--- config.mk ---
export PLATFORM = sky130hd
export DESIGN_NAME = roll_attitude_pid_controller
export DESIGN_NICKNAME = d
export VERILOG_FILES = /design/src/rtl/rap_pkg.sv /design/src/rtl/roll_attitude_pid_controller.sv /design/src/rtl/rap_cfg.sv /design/src/rtl/rap_mul.sv /design/src/rtl/rap_div.sv
export SDC_FILE = /design/constraint.sdc
export NUM_CORES = 2
export LEC_CHECK = 0
export BUFFER_PORTS_ARGS = -buffer_cell sky130_fd_sc_hd__buf_2
export CAP_MARGIN = 20
export CORE_ASPECT_RATIO = 1.2
export CORE_MARGIN = 3
export CORE_UTILIZATION = 50
export CTS_BUF_LIST = sky130_fd_sc_hd__clkbuf_4
export CTS_CLUSTER_SIZE = 8
export DETAILED_ROUTE_END_ITERATION = 10
export PLACE_DENSITY = 0.69
export SLEW_MARGIN = 25
export SYNTH_ARGS = -nofsm -noshare
export SYNTH_HDL_FRONTEND = slang
export SYNTH_SLANG_ARGS = --single-unit
--- constraint.sdc ---
create_clock -name i_clk -period 10.9 [get_ports i_clk]
set_input_delay 2.18 -clock i_clk [delete_from_list [all_inputs] [get_ports i_clk]]
set_output_delay 2.18 -clock i_clk [all_outputs]
set_load 0.03 [all_outputs]
--- src/rtl/rap_pkg.sv ---
// shared types, constants and helpers of the roll attitude controller
package rap_pkg;

    localparam int DW    = 24;
    localparam int FB    = 16;
    localparam int DIVW  = 41;
    localparam int DVSW  = 20;

    localparam logic signed [DW-1:0] VAL_MAX = {1'b0, {(DW-1){1'b1}}};
    localparam logic signed [DW-1:0] VAL_MIN = {1'b1, {(DW-1){1'b0}}};
    localparam logic signed [DW-1:0] DEFL_MAX = 24'sd51472;

    localparam logic [17:0] TC_LOW   = 18'd6553;
    localparam logic [17:0] TC_HIGH  = 18'd196608;
    localparam logic [17:0] TC_RESET = 18'd6554;
    localparam logic [22:0] RATE_LIM_MIN = 23'd655;
    localparam logic [19:0] DT_MAX_US = 20'd500000;

    // dt by reciprocal: floor(n / 15625) = (n * DT_RECIP) >> DT_SHIFT for n below 2^29
    localparam logic [30:0] DT_BIAS  = 31'd15625;
    localparam logic [29:0] DT_RECIP = 30'd562949954;
    localparam int          DT_SHIFT = 43;

    typedef enum logic [2:0] {
        REG_TC    = 3'd0,
        REG_KP    = 3'd1,
        REG_KI    = 3'd2,
        REG_KD    = 3'd3,
        REG_ILIM  = 3'd4,
        REG_RLIM  = 3'd5,
        REG_SMIN  = 3'd6,
        REG_SMAX  = 3'd7
    } t_reg_idx;

    typedef struct packed {
        logic [17:0] roll_tau;
        logic [22:0] gain_p;
        logic [22:0] gain_i;
        logic [22:0] gain_d;
        logic [22:0] integral_limit;
        logic [22:0] rate_limit;
        logic [22:0] speed_min;
        logic [22:0] speed_max;
    } t_cfg;

    typedef struct packed {
        logic signed [23:0] target_roll;
        logic signed [23:0] measured_roll;
        logic signed [23:0] measured_rate;
        logic [22:0]        gain_scale;
        logic               hold_integral;
        logic [22:0]        airspeed;
        logic               airspeed_valid;
        logic [19:0]        elapsed_us;
        logic               clear_integral;
    } t_in_item;

    typedef struct packed {
        logic signed [16:0] deflection;
        logic signed [23:0] desired_rate;
        logic signed [23:0] rate_err;
    } t_out_item;

    // saturate a 26 bit signed sum to the data width
    function automatic logic signed [DW-1:0] f_sat(input logic signed [25:0] x);
        logic signed [25:0] hi;
        logic signed [25:0] lo;
        hi = 26'(VAL_MAX);
        lo = 26'(VAL_MIN);
        if (x > hi) return VAL_MAX;
        if (x < lo) return VAL_MIN;
        return x[DW-1:0];
    endfunction

endpackage

--- src/rtl/roll_attitude_pid_controller.sv ---
// roll attitude pid controller top level: sequencer around shared divider and multiplier
//
// usage:
//   input channel i_in_valid / o_in_stall carries one item (t_in_item) per control step.
//   output channel o_out_valid / i_out_stall returns one item (t_out_item) per input item.
//   configuration is a plain write port (i_cfg_we, i_cfg_idx, i_cfg_data), written while idle.
// sequence:
//   an item passes from accept to result through dt (reciprocal multiply, zero on a long gap),
//   the divider start, the 41 step restoring divider for the rate setpoint, nine products
//   through the one shared multiplier (a multiply state and a result state each), and the
//   load of the output register.
//   o_in_stall is high from accept until the result is loaded into the output register,
//   so one item is in flight at a time.
// reset:
//   synchronous active low reset clears the integrator, the stored unclamped output,
//   the configuration (time constant 0.1 s) and the output valid flag.
// back pressure:
//   while the receiver stalls, the output item holds; a new item may already be accepted
//   and processed, and it waits at the end of its sequence until the output register frees.
module roll_attitude_pid_controller
    import rap_pkg::*;
(
    input  logic        i_clk,
    input  logic        i_rst_n,
    input  logic        i_in_valid,
    output logic        o_in_stall,
    input  t_in_item    i_in_data,
    output logic        o_out_valid,
    input  logic        i_out_stall,
    output t_out_item   o_out_data,
    input  logic        i_cfg_we,
    input  logic [2:0]  i_cfg_idx,
    input  logic [22:0] i_cfg_data
);

    typedef enum logic [3:0] {
        S_IDLE, S_DTS, S_SPS, S_SPW, S_MUL, S_MRES, S_OUT
    } t_state;

    t_cfg cfg;

    t_state r_state;
    t_in_item r_item;
    logic [3:0] r_step;
    logic signed [DW-1:0] r_integ, r_unc, r_dt, r_rsp, r_rerr;
    logic signed [DW-1:0] r_kir, r_kff, r_a, r_b, r_out;
    logic signed [16:0] r_cmd;
    logic r_out_valid;
    t_out_item r_out_data;

    logic div_start, div_done;
    logic [DIVW-1:0] div_dividend, div_quot;
    logic [DVSW-1:0] div_divisor;
    logic signed [DW-1:0] mul_a, mul_b, mul_p;

    logic signed [DW-1:0] err, sp_q, rlim;
    logic [DW-1:0] err_abs;
    logic [22:0] aspd;
    logic [23:0] smid;
    logic gate;
    logic signed [DW-1:0] id_adj, acc_next, ilim, out_sum;
    logic signed [DW-1:0] kff_raw;
    logic signed [DW-1:0] scale_s, tc_s;
    logic [30:0] dt_num;
    logic [29:0] dt_half;
    logic [59:0] dt_prod;

    rap_cfg u_cfg (
        .i_clk      (i_clk),
        .i_rst_n    (i_rst_n),
        .i_cfg_we   (i_cfg_we),
        .i_cfg_idx  (i_cfg_idx),
        .i_cfg_data (i_cfg_data),
        .o_cfg      (cfg)
    );

    rap_div u_div (
        .i_clk      (i_clk),
        .i_rst_n    (i_rst_n),
        .i_start    (div_start),
        .i_dividend (div_dividend),
        .i_divisor  (div_divisor),
        .o_done     (div_done),
        .o_quot     (div_quot)
    );

    rap_mul u_mul (
        .i_clk (i_clk),
        .i_a   (mul_a),
        .i_b   (mul_b),
        .o_p   (mul_p)
    );

    assign scale_s = {1'b0, r_item.gain_scale};
    assign tc_s    = DW'(cfg.roll_tau);
    assign ilim    = {1'b0, cfg.integral_limit};
    assign rlim    = {1'b0, cfg.rate_limit};

    always_comb begin
        err = f_sat(26'(r_item.target_roll) - 26'(r_item.measured_roll));
        err_abs = err[DW-1] ? DW'(-25'(err)) : err;
        if (err == VAL_MIN) err_abs = {1'b1, {(DW-1){1'b0}}};

        div_start    = (r_state == S_SPS);
        div_dividend = DIVW'({err_abs, {FB{1'b0}}}) + DIVW'(cfg.roll_tau[17:1]);
        div_divisor  = DVSW'(cfg.roll_tau);

        // round(us * 2^16 / 1e6) = floor(((us * 2048 + 15625) >> 1) / 15625)
        dt_num  = {r_item.elapsed_us, 11'b0} + DT_BIAS;
        dt_half = dt_num[30:1];
        dt_prod = dt_half * DT_RECIP;

        // signed rate setpoint with saturation and optional limit
        if (err[DW-1]) begin
            if (div_quot >= DIVW'({1'b1, {(DW-1){1'b0}}})) sp_q = VAL_MIN;
            else sp_q = -div_quot[DW-1:0];
        end else begin
            if (div_quot > DIVW'(VAL_MAX)) sp_q = VAL_MAX;
            else sp_q = div_quot[DW-1:0];
        end
        if (cfg.rate_limit > RATE_LIM_MIN) begin
            if (sp_q > rlim) sp_q = rlim;
            if (sp_q < -rlim) sp_q = -rlim;
        end

        smid = (24'(cfg.speed_min) + 24'(cfg.speed_max)) >> 1;
        if (!r_item.airspeed_valid) aspd = smid[22:0];
        else if (r_item.airspeed < cfg.speed_min) aspd = cfg.speed_min;
        else aspd = r_item.airspeed;
        gate = !r_item.hold_integral && (r_kir > 0) && ({aspd, 1'b0} > 24'(cfg.speed_min));

        // anti-windup against last unclamped output
        id_adj = mul_p;
        if (r_unc < -DEFL_MAX) begin
            if (id_adj < 0) id_adj = '0;
        end else if (r_unc > DEFL_MAX) begin
            if (id_adj > 0) id_adj = '0;
        end
        acc_next = gate ? f_sat(26'(r_integ) + 26'(id_adj)) : r_integ;
        if (acc_next > ilim) acc_next = ilim;
        if (acc_next < -ilim) acc_next = -ilim;

        kff_raw = f_sat(26'(mul_p) - 26'({1'b0, cfg.gain_d}));
        out_sum = f_sat(26'(mul_p) + 26'(r_integ));

        case (r_step)
            4'd0: begin mul_a = {1'b0, cfg.gain_i}; mul_b = tc_s; end
            4'd1: begin
                mul_a = f_sat(26'({1'b0, cfg.gain_p}) - 26'(r_kir));
                mul_b = tc_s;
            end
            4'd2: begin mul_a = r_rerr; mul_b = r_kir; end
            4'd3: begin mul_a = r_a;    mul_b = r_dt; end
            4'd4: begin mul_a = r_a;    mul_b = scale_s; end
            4'd5: begin mul_a = r_rerr; mul_b = {1'b0, cfg.gain_d}; end
            4'd6: begin mul_a = r_b;    mul_b = scale_s; end
            4'd7: begin mul_a = r_rsp;  mul_b = r_kff; end
            default: begin mul_a = r_out; mul_b = scale_s; end
        endcase
    end

    always_ff @(posedge i_clk) begin
        if (!i_rst_n) begin
            r_state     <= S_IDLE;
            r_step      <= '0;
            r_integ     <= '0;
            r_unc       <= '0;
            r_out_valid <= 1'b0;
        end else begin
            if (r_out_valid && !i_out_stall && r_state != S_OUT) r_out_valid <= 1'b0;
            unique case (r_state)
                S_IDLE: begin
                    if (i_in_valid) begin
                        r_item <= i_in_data;
                        if (i_in_data.clear_integral) r_integ <= '0;
                        r_state <= S_DTS;
                    end
                end
                S_DTS: begin
                    if (r_item.elapsed_us > DT_MAX_US) r_dt <= '0;
                    else r_dt <= DW'(dt_prod[DT_SHIFT+15:DT_SHIFT]);
                    r_state <= S_SPS;
                end
                S_SPS: r_state <= S_SPW;
                S_SPW: begin
                    if (div_done) begin
                        r_rsp   <= sp_q;
                        r_rerr  <= f_sat(26'(sp_q) - 26'(r_item.measured_rate));
                        r_step  <= '0;
                        r_state <= S_MUL;
                    end
                end
                S_MUL: r_state <= S_MRES;
                S_MRES: begin
                    case (r_step)
                        4'd0: r_kir <= mul_p;
                        4'd1: r_kff <= (kff_raw < 0) ? '0 : kff_raw;
                        4'd2, 4'd3: r_a <= mul_p;
                        4'd4: r_integ <= acc_next;
                        4'd5: r_b <= mul_p;
                        4'd6: r_out <= out_sum;
                        4'd7: r_out <= f_sat(26'(r_out) + 26'(mul_p));
                        default: begin
                            r_unc <= mul_p;
                            if (mul_p > DEFL_MAX) r_cmd <= 17'(DEFL_MAX);
                            else if (mul_p < -DEFL_MAX) r_cmd <= 17'(-DEFL_MAX);
                            else r_cmd <= mul_p[16:0];
                        end
                    endcase
                    if (r_step == 4'd8) begin
                        r_state <= S_OUT;
                    end else begin
                        r_step  <= r_step + 4'd1;
                        r_state <= S_MUL;
                    end
                end
                S_OUT: begin
                    if (!r_out_valid || !i_out_stall) begin
                        r_out_data.deflection   <= r_cmd;
                        r_out_data.desired_rate <= r_rsp;
                        r_out_data.rate_err     <= r_rerr;
                        r_out_valid <= 1'b1;
                        r_state     <= S_IDLE;
                    end
                end
                default: r_state <= S_IDLE;
            endcase
        end
    end

    assign o_in_stall  = (r_state != S_IDLE);
    assign o_out_valid = r_out_valid;
    assign o_out_data  = r_out_data;

`ifndef ASSERT_OFF
    a_out_from_seq: assert property (@(posedge i_clk) disable iff (!i_rst_n)
        $rose(o_out_valid) |-> $past(r_state) == S_OUT)
        else $error("output item appeared outside the sequence end");

    a_integ_in_limit: assert property (@(posedge i_clk) disable iff (!i_rst_n)
        r_state == S_OUT |-> (r_integ <= ilim && r_integ >= -ilim))
        else $error("integrator outside its clamp");

    a_defl_range: assert property (@(posedge i_clk) disable iff (!i_rst_n)
        o_out_valid |-> (o_out_data.deflection <= 17'(DEFL_MAX)
                         && o_out_data.deflection >= 17'(-DEFL_MAX)))
        else $error("deflection beyond 45 degrees");
`endif

endmodule

--- src/rtl/rap_cfg.sv ---
// configuration register file with time constant range check
module rap_cfg
    import rap_pkg::*;
(
    input  logic        i_clk,
    input  logic        i_rst_n,
    input  logic        i_cfg_we,
    input  logic [2:0]  i_cfg_idx,
    input  logic [22:0] i_cfg_data,
    output t_cfg        o_cfg
);

    t_cfg r_cfg;

    always_ff @(posedge i_clk) begin
        if (!i_rst_n) begin
            r_cfg <= '{roll_tau: TC_RESET, default: '0};
        end else if (i_cfg_we) begin
            unique case (t_reg_idx'(i_cfg_idx))
                REG_TC: begin
                    if (i_cfg_data[17:0] > TC_LOW && i_cfg_data[17:0] < TC_HIGH)
                        r_cfg.roll_tau <= i_cfg_data[17:0];
                end
                REG_KP:   r_cfg.gain_p         <= i_cfg_data;
                REG_KI:   r_cfg.gain_i         <= i_cfg_data;
                REG_KD:   r_cfg.gain_d         <= i_cfg_data;
                REG_ILIM: r_cfg.integral_limit <= i_cfg_data;
                REG_RLIM: r_cfg.rate_limit     <= i_cfg_data;
                REG_SMIN: r_cfg.speed_min      <= i_cfg_data;
                REG_SMAX: r_cfg.speed_max      <= i_cfg_data;
                default: ;
            endcase
        end
    end

    assign o_cfg = r_cfg;

endmodule

--- src/rtl/rap_mul.sv ---
// shared fixed point multiplier: round half up, saturate, registered
module rap_mul
    import rap_pkg::*;
(
    input  logic                 i_clk,
    input  logic signed [DW-1:0] i_a,
    input  logic signed [DW-1:0] i_b,
    output logic signed [DW-1:0] o_p
);

    logic signed [2*DW-1:0] prod;
    logic signed [2*DW:0]   rnd;
    logic signed [2*DW-FB:0] shr;
    logic signed [DW-1:0]   n_p;
    logic signed [DW-1:0]   r_p;

    always_comb begin
        prod = i_a * i_b;
        rnd  = (2*DW+1)'(prod) + ((2*DW+1)'(1) <<< (FB-1));
        shr  = rnd[2*DW:FB];
        if (shr > (2*DW-FB+1)'(VAL_MAX))
            n_p = VAL_MAX;
        else if (shr < (2*DW-FB+1)'(VAL_MIN))
            n_p = VAL_MIN;
        else
            n_p = shr[DW-1:0];
    end

    always_ff @(posedge i_clk) begin
        r_p <= n_p;
    end

    assign o_p = r_p;

endmodule

--- src/rtl/rap_div.sv ---
// restoring divider, one quotient bit per cycle
module rap_div
    import rap_pkg::*;
(
    input  logic            i_clk,
    input  logic            i_rst_n,
    input  logic            i_start,
    input  logic [DIVW-1:0] i_dividend,
    input  logic [DVSW-1:0] i_divisor,
    output logic            o_done,
    output logic [DIVW-1:0] o_quot
);

    localparam int CW = $clog2(DIVW + 1);

    logic [DVSW-1:0] r_rem;
    logic [DVSW-1:0] r_dvs;
    logic [DIVW-1:0] r_quo;
    logic [CW-1:0]   r_cnt;
    logic            r_done;
    logic [DVSW:0]   trial;
    logic            fits;

    always_comb begin
        trial = {r_rem, r_quo[DIVW-1]};
        fits  = trial >= {1'b0, r_dvs};
    end

    always_ff @(posedge i_clk) begin
        if (!i_rst_n) begin
            r_cnt  <= '0;
            r_done <= 1'b0;
        end else if (i_start) begin
            r_rem  <= '0;
            r_dvs  <= i_divisor;
            r_quo  <= i_dividend;
            r_cnt  <= CW'(DIVW);
            r_done <= 1'b0;
        end else if (r_cnt != '0) begin
            r_rem  <= fits ? DVSW'(trial - {1'b0, r_dvs}) : trial[DVSW-1:0];
            r_quo  <= {r_quo[DIVW-2:0], fits};
            r_cnt  <= r_cnt - CW'(1);
            r_done <= (r_cnt == CW'(1));
        end else begin
            r_done <= 1'b0;
        end
    end

    assign o_done = r_done;
    assign o_quot = r_quo;

endmodule
==> implementation parameters <==
Parameter                              Value

Layout
  Fraction of layout instances using a drive strength above 1 ... 15.95%
  Fill cell instance count of the final layout ... 13,970
  Share of the core filled with cells ... 58.08%
  Total number of nets in the final design ... 11,020
  Commonest cells after routing, fill and taps aside ... inv_1, nand2_1, fa_1
  Non-Filler Instances ... 11,520
  Most common cell after layout, fill and taps aside ... inv_1
  Area added between synthesis and finish ... 15.06%

CTS
  Insertion delay to the later sink of the worst-skew pair ... 1230 ps
  Hold bufs inserted after CTS ... 0
  Max Buffers Root-to-Sink ... 3
  Clock tree root buffer cell ... clkbuf_4
  TritonCTS clock tree ... done
  Clock-pin slew reported for the worst setup and hold paths after clock tree synthesis ... 80 ps
  Clock Sink Count ... 751
  Number of buffers created by CTS ... 197
  Total number of H-tree levels ... 4

STA
  Hold Vio Cnt, Final ... 0
  Count of final setup violators ... 22
  F_max ... 0.09040 GHz
  Headroom to the max-slew limit ... 22.76%
  Clock skew ... 151.5 ps
  Slew @ Worst Pin ... 1156 ps
  Total count of max-transition violations in the final report ... 0
  Unrepaired setup endpoints after global routing ... true
  Portion of the clock cycle consumed by the worst path in the final layout ... 101.5%
  Final worst path period need ... 11,060 ps
  Post-layout worst setup margin ... -162.1 ps

Detailed routing
  Detailed Route WL ... 258.2 mm
  Number of vias after detailed routing ... 66,060
  Routed wire length per instance ... 22.42 um
  Via density ... 5.735
  1st-iter DRT viols ... 5,690
  Number of nets with antenna violations after routing ... 0
  DRC ... 0
  Iteration count of the initial detailed-routing pass ... 10

Logic synthesis
  EDFF count, synth ... 485
  FFs w/ async S/R, synth ... 0%
  Total number of yosys warnings ... 0
  Per-instance average area after synthesis ... 9.148 um^2
  Number of standard cells after synthesis ... 8,551
  Most area-hungry cell type in the Yosys netlist ... fa_1
  Most frequently used flop master after synthesis ... edfxtp_1
  Count of unique library cells instantiated by Yosys ... 98
  Area fraction of the dominant cell type after synthesis ... 21.75%
  Synthesized area ... 0.07823 mm^2
  Most area-consuming cells after synthesis ... fa_1, edfxtp_1, ha_1
  Post-synthesis net count ... 10,330
  Portion of the post-synthesis area used by sequential elements ... 25.43%
  Synthesized flop and latch total ... 751

Placed design
  Post-Place Cells ... 11,040
  HPWL Detailed ... 204.5 mm
  Routability cong. ... 0.9847
  Placement-stage worst setup slack ... -523.5 ps
  Port Buffer Count ... 238

Power
  Power density over the cells ... 179.1 mW/mm^2
  Standby leakage power ... 41.71 nW
  Largest voltage drop on the vdd net ... 0.0004071 V

Floorplan
  Die area ... 0.1613 mm^2
  Horiz. Die Dim ... 367.1 um
  Boundary pin count ... 239
  Total core area ... 0.1550 mm^2
  Chip height ... 439.3 um
  Effective utilization at floorplan ... 50.47%
  Count of standard-cell rows ... 158

GRT
  Pin count of the biggest net entering global routing ... 80
  First-pass GRT wire length ... 393.6 mm
  Number of antenna violations at the first check in global routing ... 15
  Overall fraction of global-route tracks in use ... 31.75%
  Grt ovf ... 0
  Via count of the first global-routing pass ... 67,500

Critical path
  Dominant cell type by count on the critical path ... or3_4
  Worst EP required ... 11,990 ps
  Gate family responsible for the most delay along the worst path ... simple AND/OR/NAND/NOR gates
  Largest fanout on the critical path ... 6
  Endpoint kind of the worst setup timing path ... flip-flop
  Crit path DAT ... 12,150 ps
  Startpoint types ... flip-flop
  Total buffers and inverters traversed by the critical path ... 2
  Slowest library cell on the worst path ... or4_4
  Biggest cell delay along the critical path ... 440 ps
  Critical path start-end classification ... reg2reg

Status
  Violations in the final reports ... negative setup slack
  Result of the run ... finished, violations left

Flow run
  Number of maximum-capacitance violations ... 0

Min path
  Worst min-delay path class ... reg2reg
[what timing repair did]
item | CTS | global route
cloned | 2 | 15
setup endpoints to repair | 70 | 77
resized for setup | 58 | 317
pin swaps | 24 | 156
buffers inserted | 14 | 64
[stage by stage]
| step | total power, W | cell area, um^2 | setup TNS (ps) | hold slack, ps |
|---|---|---|---|---|
| CTS | 0.01588 | 88040 | -19.90 | 419.1 |
| global placement | 0.01279 | 84990 | -10020 | 407.1 |
| floorplan | 0.01037 | 78280 | -124.8 | 400.3 |
| global route | 0.01761 | 89990 | -14910 | 434.4 |
| finish | 0.01613 | 90010 | -2258 | 419.3 |
| detailed placement | 0.01304 | 85010 | -17620 | 406.2 |
[cell usage after synthesis, types with 44 or more instances]
cell type,instances
xnor2_1,194
dfxtp_1,266
o311ai_0,59
or3_1,45
clkbuf_1,311
nor2_1,484
a211oi_1,72
a222oi_1,44
nand2_1,1156
fa_1,850
nand4_1,72
a31oi_1,67
inv_1,1339
a21o_1,157
nand3_1,153
nor3_1,106
xor2_1,108
and2_1,132
a21oi_1,576
nand2b_1,72
mux2i_1,46
o21a_1,70
edfxtp_1,485
ha_1,753
nor2b_1,61
o21ai_0,250
[cells by family (layout without fill, tap and decap cells)]
logic type               after synthesis  in the layout  synth area share (%)
AO/OA/AOI/OAI                       1661           1661                 13.87
XOR/XNOR                             302            302                 3.381
adder cells (fa/ha/maj)             1612           1612                 33.91
buffers and inverters               1677           2540                 8.063
flip-flops                           751            751                 25.43
multiplexers                          77             79                 1.035
other                                  1             19              0.004794
AND/OR/NAND/NOR                     2470           2473                 14.31
[metal layers]
metal  GRT usage, %  wire length, um  vias to the layer above
met5              0               34                        -
met4          19.42            19050                        4
met3          5.475            18340                      801
met2          53.03           122600                     2657
met1          38.37            98220                    32310
li1               -                -                    30280
[flip-flops by register name (all words and copies together) (netlist names)]
signal and flops:
r_cmd 17, r_b 24, u_div.r_rem 20, r_integ 24
r_rerr 24, u_div.r_cnt 6, u_cfg.o_cfg 179, r_state 3
r_out 24, r_kff 24, o_out_data 65, u_mul.o_p 24
r_a 24, r_unc 24, r_rsp 24, o_out_valid 1
r_dt 16, r_item 140, u_div.o_quot 41, r_step 4
u_div.r_dvs 18, u_div.o_done 1, r_kir 24
[report_power, final]
part	switching [W]	internal (W)
clock	0.00131	0.00136
sequential	0.000151	0.00338
combinational	0.00567	0.00425
total	0.00713	0.00899
[area by class of cell]
class / instances / area (um^2) / share of cell area [%]
flip-flops and latches: 751 / 19890 / 22.10
repair buffers: 830 / 6170 / 6.854
diodes: 18 / 45.04 / 0.05004
clock inverters: 87 / 603.1 / 0.6700
multi-input cells: 6128 / 53540 / 59.48
well taps: 2080 / 2603 / 2.891
clock buffers: 283 / 2125 / 2.360
inverters: 1340 / 5035 / 5.594
[worst paths after layout]
check,end,cells after the start,slack [ps],start
setup reg to reg,r_rerr[4]$_SDFFCE_PN1P_,54,-160,u_div.o_quot[1]$_DFFE_PP_
hold / removal,o_out_data[52]$_DFFE_PP_,0,420,r_cmd[4]$_SDFFCE_PP1P_
hold reg to reg,o_out_data[52]$_DFFE_PP_,0,420,r_cmd[4]$_SDFFCE_PP1P_
setup / recovery,r_rerr[4]$_SDFFCE_PN1P_,54,-160,u_div.o_quot[1]$_DFFE_PP_
No activity file was read; power rests on OpenSTA's default activity.
